--- src/rtl/core/dsps_pkg.sv ---
// ----------------------------------------------------------------------------
// dsps_pkg - shared types for the dual server priority scheduler
// Table entry layout, result status codes and controller/datapath bundles.
// ----------------------------------------------------------------------------
package dsps_pkg;

	localparam logic [15:0] OrderMax = 16'hFFFF;

	typedef enum logic [0:0] {
		OP_ADD  = 1'b0,
		OP_TICK = 1'b1
	} op_t;

	typedef enum logic [1:0] {
		ST_OK       = 2'd0,
		ST_BAD_ARGS = 2'd1,
		ST_FULL     = 2'd2
	} status_t;

	// one stored task; priority and order together form the ranking key
	typedef struct packed {
		logic [7:0]  id;
		logic [7:0]  prio;
		logic [15:0] order;
		logic [15:0] remaining;
	} entry_t;

	// controller to datapath
	typedef struct packed {
		logic load;      // capture the input transaction, clear scan state
		logic add_try;   // test the slot under the index, write it when free
		logic scan_rd;   // read the slot under the index for ranking
		logic serve0;    // serve the best task
		logic serve1;    // serve the runner-up task
		logic tick_inc;  // advance the tick counter
		logic load_out;  // move the result into the output register
	} cmd_t;

	// datapath to controller
	typedef struct packed {
		logic is_tick;   // raw input is a tick
		logic bad_args;  // raw input has zero priority or burst
		logic full;      // every slot is occupied
		logic idx_last;  // index sits on the last slot
		logic free_hit;  // slot under the index is free
	} stat_t;

endpackage

--- src/rtl/core/dsps_ctrl.sv ---
// ----------------------------------------------------------------------------
// dsps_ctrl - sequencer for the dual server priority scheduler
// Walks each transaction through add search, table scan, service and result.
// ----------------------------------------------------------------------------
module dsps_ctrl (
	input  logic            clk,
	input  logic            arst_n,
	input  logic            in_valid,
	output logic            in_ready,
	output logic            out_valid,
	input  logic            out_ready,
	input  dsps_pkg::stat_t stat,
	output dsps_pkg::cmd_t  cmd
);
	import dsps_pkg::*;

	typedef enum logic [6:0] {
		S_IDLE   = 7'b0000001,
		S_ADD    = 7'b0000010,
		S_SCAN   = 7'b0000100,
		S_DRAIN  = 7'b0001000,
		S_SERVE0 = 7'b0010000,
		S_SERVE1 = 7'b0100000,
		S_FIN    = 7'b1000000
	} state_t;

	state_t state_q, state_d;
	logic   out_valid_q;
	logic   out_free;

	assign in_ready  = (state_q == S_IDLE);
	assign out_valid = out_valid_q;
	assign out_free  = !out_valid_q || out_ready;

	// next state and commands
	always_comb begin
		state_d = state_q;
		cmd     = '0;
		unique case (state_q)
			S_IDLE: begin
				if (in_valid) begin
					cmd.load = 1'b1;
					if (stat.is_tick) begin
						state_d = S_SCAN;
					end else if (stat.bad_args || stat.full) begin
						state_d = S_FIN;
					end else begin
						state_d = S_ADD;
					end
				end
			end
			S_ADD: begin
				cmd.add_try = 1'b1;
				if (stat.free_hit) begin
					state_d = S_FIN;
				end
			end
			S_SCAN: begin
				cmd.scan_rd = 1'b1;
				if (stat.idx_last) begin
					state_d = S_DRAIN;
				end
			end
			S_DRAIN: begin
				state_d = S_SERVE0;
			end
			S_SERVE0: begin
				cmd.serve0 = 1'b1;
				state_d    = S_SERVE1;
			end
			S_SERVE1: begin
				cmd.serve1   = 1'b1;
				cmd.tick_inc = 1'b1;
				state_d      = S_FIN;
			end
			S_FIN: begin
				if (out_free) begin
					cmd.load_out = 1'b1;
					state_d      = S_IDLE;
				end
			end
			default: begin
				state_d = S_IDLE;
			end
		endcase
	end

	// hold state and output valid
	always_ff @(posedge clk or negedge arst_n) begin
		if (!arst_n) begin
			state_q     <= S_IDLE;
			out_valid_q <= 1'b0;
		end else begin
			state_q <= state_d;
			if (cmd.load_out) begin
				out_valid_q <= 1'b1;
			end else if (out_ready) begin
				out_valid_q <= 1'b0;
			end
		end
	end

endmodule

--- src/rtl/core/dsps_dp.sv ---
// ----------------------------------------------------------------------------
// dsps_dp - datapath of the dual server priority scheduler
// Task table memory, valid bits, slot scan with best/runner-up ranking,
// service write-back, counters and the result register.
// ----------------------------------------------------------------------------
module dsps_dp #(
	parameter int TABLE_SLOTS = 16,
	parameter int TIME_BITS   = 16
) (
	input  logic            clk,
	input  logic            arst_n,
	input  dsps_pkg::cmd_t  cmd,
	output dsps_pkg::stat_t stat,
	input  logic            operation,
	input  logic [7:0]      task_id,
	input  logic [7:0]      task_priority,
	input  logic [15:0]     burst_length,
	output logic [1:0]      status,
	output logic            first_busy,
	output logic [7:0]      first_task,
	output logic            first_finished,
	output logic            second_busy,
	output logic [7:0]      second_task,
	output logic            second_finished,
	output logic            table_empty,
	output logic [15:0]     time_now
);
	import dsps_pkg::*;

	localparam int IdxW = $clog2(TABLE_SLOTS);
	localparam int CntW = $clog2(TABLE_SLOTS + 1);

	// table storage
	entry_t                 mem [TABLE_SLOTS];
	logic [TABLE_SLOTS-1:0] valid_q;
	logic [CntW-1:0]        count_q;
	logic [15:0]            insert_q;
	logic [TIME_BITS-1:0]   tick_q;

	// captured transaction and scan state
	entry_t         item_q;
	logic [IdxW-1:0] idx_q;
	entry_t          rd_data_s1;
	logic [IdxW-1:0] rd_slot_s1;
	logic            rd_live_s1;
	logic            rd_valid_s1;
	entry_t          best_q, second_q;
	logic [IdxW-1:0] best_slot_q, second_slot_q;
	logic            has_best_q, has_second_q;

	// result under construction
	status_t    res_status_q;
	logic       res_b0_q, res_f0_q, res_b1_q, res_f1_q;
	logic [7:0] res_t0_q, res_t1_q;

	// service of the selected task
	entry_t          srv_entry;
	logic [IdxW-1:0] srv_slot;
	logic            srv_live;
	logic [15:0]     srv_rem;
	logic            srv_fin;

	// memory write port
	logic            wr_en;
	logic [IdxW-1:0] wr_addr;
	entry_t          wr_data;

	logic [23:0] cand_key, best_key, second_key;
	logic        cand_ok;

	assign stat.is_tick  = (operation == OP_TICK);
	assign stat.bad_args = (task_priority == 8'd0) || (burst_length == 16'd0);
	assign stat.full     = (count_q == CntW'(TABLE_SLOTS));
	assign stat.idx_last = (idx_q == IdxW'(TABLE_SLOTS - 1));
	assign stat.free_hit = !valid_q[idx_q];

	// pick the task being served and count it down
	always_comb begin
		srv_entry = cmd.serve1 ? second_q : best_q;
		srv_slot  = cmd.serve1 ? second_slot_q : best_slot_q;
		srv_live  = cmd.serve1 ? has_second_q : has_best_q;
		srv_rem   = (srv_entry.remaining == 16'd0) ? 16'd0 : srv_entry.remaining - 16'd1;
		srv_fin   = (srv_rem == 16'd0);
	end

	// steer the single write port between insertion and service
	always_comb begin
		wr_en   = 1'b0;
		wr_addr = idx_q;
		wr_data = item_q;
		if (cmd.add_try) begin
			wr_en         = !valid_q[idx_q];
			wr_data.order = insert_q;
		end else if (cmd.serve0 || cmd.serve1) begin
			wr_en             = srv_live;
			wr_addr           = srv_slot;
			wr_data           = srv_entry;
			wr_data.remaining = srv_rem;
		end
	end

	always_ff @(posedge clk) begin
		if (wr_en) begin
			mem[wr_addr] <= wr_data;
		end
	end

	// registered table read for the scan
	always_ff @(posedge clk) begin
		if (cmd.scan_rd) begin
			rd_data_s1 <= mem[idx_q];
			rd_slot_s1 <= idx_q;
			rd_live_s1 <= valid_q[idx_q];
		end
	end

	// ranking: strictly smaller key wins, so equal keys keep the lower slot
	assign cand_key   = {rd_data_s1.prio, rd_data_s1.order};
	assign best_key   = {best_q.prio, best_q.order};
	assign second_key = {second_q.prio, second_q.order};
	assign cand_ok    = rd_valid_s1 && rd_live_s1;

	always_ff @(posedge clk) begin
		if (cand_ok) begin
			if (!has_best_q || (cand_key < best_key)) begin
				best_q        <= rd_data_s1;
				best_slot_q   <= rd_slot_s1;
				second_q      <= best_q;
				second_slot_q <= best_slot_q;
			end else if (!has_second_q || (cand_key < second_key)) begin
				second_q      <= rd_data_s1;
				second_slot_q <= rd_slot_s1;
			end
		end
	end

	// capture the transaction payload
	always_ff @(posedge clk) begin
		if (cmd.load) begin
			item_q.id        <= task_id;
			item_q.prio      <= task_priority;
			item_q.order     <= 16'd0;
			item_q.remaining <= burst_length;
		end
	end

	// control state: index, read pipe, candidate flags, table bookkeeping
	always_ff @(posedge clk or negedge arst_n) begin
		if (!arst_n) begin
			idx_q        <= '0;
			rd_valid_s1  <= 1'b0;
			has_best_q   <= 1'b0;
			has_second_q <= 1'b0;
			valid_q      <= '0;
			count_q      <= '0;
			insert_q     <= '0;
			tick_q       <= '0;
		end else begin
			rd_valid_s1 <= cmd.scan_rd;
			if (cmd.load) begin
				idx_q        <= '0;
				has_best_q   <= 1'b0;
				has_second_q <= 1'b0;
			end else if (cmd.add_try || cmd.scan_rd) begin
				idx_q <= idx_q + IdxW'(1);
			end
			if (cand_ok) begin
				if (!has_best_q || (cand_key < best_key)) begin
					has_best_q   <= 1'b1;
					has_second_q <= has_best_q;
				end else if (!has_second_q || (cand_key < second_key)) begin
					has_second_q <= 1'b1;
				end
			end
			if (cmd.add_try && !valid_q[idx_q]) begin
				valid_q[idx_q] <= 1'b1;
				count_q        <= count_q + CntW'(1);
				if (insert_q != OrderMax) begin
					insert_q <= insert_q + 16'd1;
				end
			end
			if ((cmd.serve0 || cmd.serve1) && srv_live && srv_fin) begin
				valid_q[srv_slot] <= 1'b0;
				count_q           <= count_q - CntW'(1);
			end
			if (cmd.tick_inc && (tick_q != '1)) begin
				tick_q <= tick_q + TIME_BITS'(1);
			end
		end
	end

	// build the result
	always_ff @(posedge clk) begin
		if (cmd.load) begin
			if (operation == OP_TICK) begin
				res_status_q <= ST_OK;
			end else if (stat.bad_args) begin
				res_status_q <= ST_BAD_ARGS;
			end else if (stat.full) begin
				res_status_q <= ST_FULL;
			end else begin
				res_status_q <= ST_OK;
			end
			res_b0_q <= 1'b0;
			res_t0_q <= 8'd0;
			res_f0_q <= 1'b0;
			res_b1_q <= 1'b0;
			res_t1_q <= 8'd0;
			res_f1_q <= 1'b0;
		end
		if (cmd.serve0 && has_best_q) begin
			res_b0_q <= 1'b1;
			res_t0_q <= best_q.id;
			res_f0_q <= srv_fin;
		end
		if (cmd.serve1 && has_second_q) begin
			res_b1_q <= 1'b1;
			res_t1_q <= second_q.id;
			res_f1_q <= srv_fin;
		end
	end

	// output register
	always_ff @(posedge clk) begin
		if (cmd.load_out) begin
			status          <= res_status_q;
			first_busy      <= res_b0_q;
			first_task      <= res_t0_q;
			first_finished  <= res_f0_q;
			second_busy     <= res_b1_q;
			second_task     <= res_t1_q;
			second_finished <= res_f1_q;
			table_empty     <= (count_q == '0);
			time_now        <= 16'(tick_q);
		end
	end

endmodule

--- src/rtl/core/dual_server_priority_scheduler.sv ---
// ----------------------------------------------------------------------------
// dual_server_priority_scheduler - task scheduler for two processors
// Adds tasks to a ready table; each tick runs the two best-ranked tasks.
//
//  channel | handshake            | payload
//  --------+----------------------+------------------------------------------
//  in      | in_valid / in_ready  | operation, task_id, task_priority,
//          |                      | burst_length
//  out     | out_valid / out_ready| status, first_*, second_*, table_empty,
//          |                      | time_now
//
// A tick first scans the table, reading one table entry a cycle through the
// single memory read port, then makes two service writes. A rejected add
// goes straight to the result; an accepted add first runs the free-slot
// search. One transaction is in flight at a time; the next is
// taken while the previous result waits in the output register.
// Reset empties the table at once through the valid bits; no clearing pass.
// ----------------------------------------------------------------------------
module dual_server_priority_scheduler #(
	parameter int TABLE_SLOTS = 16,
	parameter int TIME_BITS   = 16
) (
	input  logic        clk,
	input  logic        arst_n,
	input  logic        in_valid,
	output logic        in_ready,
	input  logic        operation,
	input  logic [7:0]  task_id,
	input  logic [7:0]  task_priority,
	input  logic [15:0] burst_length,
	output logic        out_valid,
	input  logic        out_ready,
	output logic [1:0]  status,
	output logic        first_busy,
	output logic [7:0]  first_task,
	output logic        first_finished,
	output logic        second_busy,
	output logic [7:0]  second_task,
	output logic        second_finished,
	output logic        table_empty,
	output logic [15:0] time_now
);
	import dsps_pkg::*;

	cmd_t  cmd;
	stat_t stat;

	// sequencer
	dsps_ctrl u_ctrl (
		.clk       (clk),
		.arst_n    (arst_n),
		.in_valid  (in_valid),
		.in_ready  (in_ready),
		.out_valid (out_valid),
		.out_ready (out_ready),
		.stat      (stat),
		.cmd       (cmd)
	);

	// table, ranking and result
	dsps_dp #(
		.TABLE_SLOTS (TABLE_SLOTS),
		.TIME_BITS   (TIME_BITS)
	) u_dp (
		.clk             (clk),
		.arst_n          (arst_n),
		.cmd             (cmd),
		.stat            (stat),
		.operation       (operation),
		.task_id         (task_id),
		.task_priority   (task_priority),
		.burst_length    (burst_length),
		.status          (status),
		.first_busy      (first_busy),
		.first_task      (first_task),
		.first_finished  (first_finished),
		.second_busy     (second_busy),
		.second_task     (second_task),
		.second_finished (second_finished),
		.table_empty     (table_empty),
		.time_now        (time_now)
	);

endmodule

--- config.mk ---
export PLATFORM = sky130hd
export DESIGN_NAME = dual_server_priority_scheduler
export DESIGN_NICKNAME = d
export VERILOG_FILES = /design/src/rtl/core/dsps_pkg.sv /design/src/rtl/core/dsps_ctrl.sv /design/src/rtl/core/dsps_dp.sv /design/src/rtl/core/dual_server_priority_scheduler.sv
export SDC_FILE = /design/constraint.sdc
export NUM_CORES = 1
export LEC_CHECK = 0
export BUFFER_PORTS_ARGS = -buffer_cell sky130_fd_sc_hd__buf_2
export CAP_MARGIN = 20
export CORE_ASPECT_RATIO = 0.7
export CORE_MARGIN = 1.5
export CORE_UTILIZATION = 55
export CTS_CLUSTER_DIAMETER = 80
export DETAILED_ROUTE_END_ITERATION = 6
export HOLD_SLACK_MARGIN = 0.15
export PLACE_DENSITY_LB_ADDON = 0.25
export SLEW_MARGIN = 20
export SYNTH_ARGS = -nofsm -noshare
export SYNTH_HDL_FRONTEND = slang
export SYNTH_HIERARCHICAL = 1
export SYNTH_SLANG_ARGS = --single-unit
--- constraint.sdc ---
create_clock -name clk -period 7.34 [get_ports clk]
set_input_delay 2.202 -clock clk [delete_from_list [all_inputs] [get_ports clk]]
set_output_delay 2.202 -clock clk [all_outputs]
set_load 0.05 [all_outputs]
==> results_dict.tcl <==
set metrics [dict create \
    ys_seq_area_frac 0.742 \
    syn_inst 2199 \
    timing.setup.tns_ns 0 \
    ir_drop_uv 330 \
    async_flop_share 0.0626 \
    wl_per_cell_um 28.1 \
    synth.area.top_cells "edfxtp_1, mux4_2, dfrtp_1" \
    gp_congestion 0.859 \
    syn_nets 2293 \
    grt_pass1_wl_mm 146 \
    avgSynthCellArea_um2 19.8 \
    post-cts-setup-buffers 0 \
    worst_pin_slew_ns 1.13 \
    rows 86 \
    vias 22200 \
    cts_buffers 98 \
    clockBufferDepth 3 \
    reg2reg_depth 17 \
    diodes 0 \
    synth_edf_count 1016 \
    drive_gt1_frac 0.268 \
    fin_nets 2459 \
    p_leak_nw 16.6 \
    dieArea_um2 80800 \
    postPlaceCellArea_um2 45700 \
    cts_hold_buf 0 \
    wl_mm 98.4 \
    clk_latency_ns 0.68 \
    start_util 0.554 \
    fmax_mhz 180 \
    grt_max_degree 160 \
    antenna_found_initial 1 \
    finalHoldViolations 0 \
    fin_skew_ns 0.0264 \
    path_max_fanout 50 \
    syn_area_um2 43500 \
    core-area_um2 78400 \
    crit_required_ns 7.91 \
    setup_ws_ns 1.79 \
    maxSlewHeadroom 0.250 \
    ys.warnings.count 6 \
    first_iter_violations 2896 \
    cts_sinks 1086 \
    place_ws_ns 1.98 \
    cellPowerDensity_nw_per_um2 310 \
    stdcell_area_um2 48900 \
    criticalPathCategory "reg -> reg" \
    fp.dieW_um 339 \
    overflow 0 \
    fin_cells 3502 \
    ys_seq_elements 1086 \
    cts_tree "yes" \
    dp.cells 3318 \
    total_power_mw 15.1 \
    endpoint_kind "flop" \
    clk_pin_slew_ns 0.06 \
    postRouteAntennaNets 0 \
    start_kind "flop" \
    rsz0062_at_grt "false" \
    track_usage 0.248 \
    die_y_um 238 \
    yosysMostFrequentCell "edfxtp_1" \
    crit_arrival_ns 6.12 \
    synth.largest_area_cell "edfxtp_1" \
    fin_crit_ns 5.55 \
    cap_violations 0 \
    grt_pass1_vias 21900 \
    ys_top_cells_by_count "edfxtp_1, mux4_2, nand2_1" \
    area_delta_synth_final_pct 12.6 \
    final-setup-viol-count 0 \
    synth_flop_cell "edfxtp_1" \
    synth.distinct_cells 80 \
    via_per_inst 6.33 \
    cts-root-buf "clkbuf_16" \
    period_share 0.757 \
    drt-pass1-iter-count 5 \
    whs_path_depth 0 \
    io_buffers 77 \
    io_pins 78 \
    synth_top_area_share 0.702 \
    final_max_slew_viol_count 0 \
    hold_path_class "reg -> reg" \
    status "complete, no violations" \
    drc 0 \
    htreeDepth 3 \
    cts_resized 0 \
    hpwl_mm 60.2 \
]
[kinds of logic after synthesis]
family | after synthesis | synth area share
buffers and inverters | 160 | 0.0144
multiplexers | 336 | 0.150
XOR/XNOR | 49 | 0.0100
flip-flops | 1086 | 0.742
adder cells (fa/ha/maj) | 57 | 0.0166
AO/OA/AOI/OAI | 207 | 0.0300
AND/OR/NAND/NOR | 304 | 0.0372
[area by class of cell]
cell class | count | area (um^2)
Sequential cell | 1086 | 32300
Fill cell | 5287 | 29500
Multi-Input combinational cell | 953 | 10800
Clock buffer | 118 | 2590
Tap cell | 1056 | 1320
Timing Repair Buffer | 162 | 1130
Clock inverter | 63 | 591
Inverter | 64 | 240
[placed cells by master, fill, tap and decap left out, drive strengths merged, types with 11 or more instances in the layout]
cell type,n
xnor2,26
nand4,15
edfxtp,1016
clkbuf,118
mux2i,32
a21o,22
o31ai,11
ha,56
clkinv,42
buf,162
nand3,19
nand2b,15
a21oi,50
xor2,23
mux4,246
o21ai,57
nor2,63
nor2b,11
mux2,58
nand2,95
a31oi,17
and3,23
dfrtp,67
inv,68
nor3,19
[metal layers]
layer,track usage,share of wire,vias to the layer above
li1,-,-,9287
met1,0.402,0.45,11600
met2,0.358,0.44,1107
met3,0.0419,0.095,123
met4,0.0500,0.015,0
met5,0,0,-
[flip-flops by register name, indices dropped and copies added, names as in the netlist, 2 cells and up]
| name | flops |
|---|---|
| u_dp/item_q | 32 |
| u_dp/res_t1_q | 8 |
| u_dp/second_q | 24 |
| u_dp/idx_q | 4 |
| u_dp/time_now | 16 |
| u_dp/insert_q | 16 |
| u_dp/best_q | 24 |
| u_dp/status | 2 |
| u_dp/best_slot_q | 4 |
| u_dp/cand_key | 24 |
| u_dp/tick_q | 16 |
| u_ctrl/state_q | 7 |
| u_dp/second_key | 24 |
| u_dp/mem | 768 |
| u_dp/count_q | 5 |
| u_dp/rd_slot_s1 | 4 |
| u_dp/res_status_q | 2 |
| u_dp/res_t0_q | 8 |
| u_dp/second_slot_q | 4 |
| u_dp/best_key | 24 |
| u_dp/valid_q | 16 |
| u_dp/second_task | 8 |
| u_dp/first_task | 8 |
| u_dp/rd_data_s1 | 24 |
[critical path, cell delays in order, from the launching register on]
cell and delay (ns):
dfrtp_1 0.45, nor4_2 0.55, and3_4 0.70, nand2b_1 0.21, and2_1 0.17, ha_1 0.31
o211ai_1 0.15, xnor2_1 0.32, nand2_1 0.10, nor4_1 0.44, a41oi_2 0.25, nor3b_4 0.64
ha_1 0.40, a21o_1 0.17, a21oi_1 0.18, nor2_1 0.06, mux2i_1 0.17, xnor2_1 0.15
[metrics by stage]
step	hold slack, ns	utilization
3_5_place_dp	0.406	0.582
5_1_grt	0.427	0.624
3_3_place_gp	0.406	0.581
2_1_floorplan	0.400	-
6_report	0.419	0.624
4_1_cts	0.420	0.623
[power breakdown]
part / internal (mW) / switching, mW
registers: 7.26 / 0.265
clock network: 2.84 / 2.24
logic: 1.11 / 1.44
total: 11.2 / 3.94
[path summary, 6_finish.rpt]
| check | from | end | slack, ns |
|---|---|---|---|
| worst max-delay path | u_ctrl/state_q[4] | u_dp/count_q[4] | 1.79 |
| worst min-delay path | u_dp/res_t1_q[4] | u_dp/second_task[4] | 0.42 |
| worst max register to register | u_ctrl/state_q[4] | u_dp/count_q[4] | 1.79 |
| worst min register to register | u_dp/res_t1_q[4] | u_dp/second_task[4] | 0.42 |
| max in group asynchronous | arst_n | u_dp/idx_q[3] | 4.97 |
| min in group asynchronous | arst_n | u_dp/valid_q[8] | 1.73 |
(Power assumes the default switching activity.)
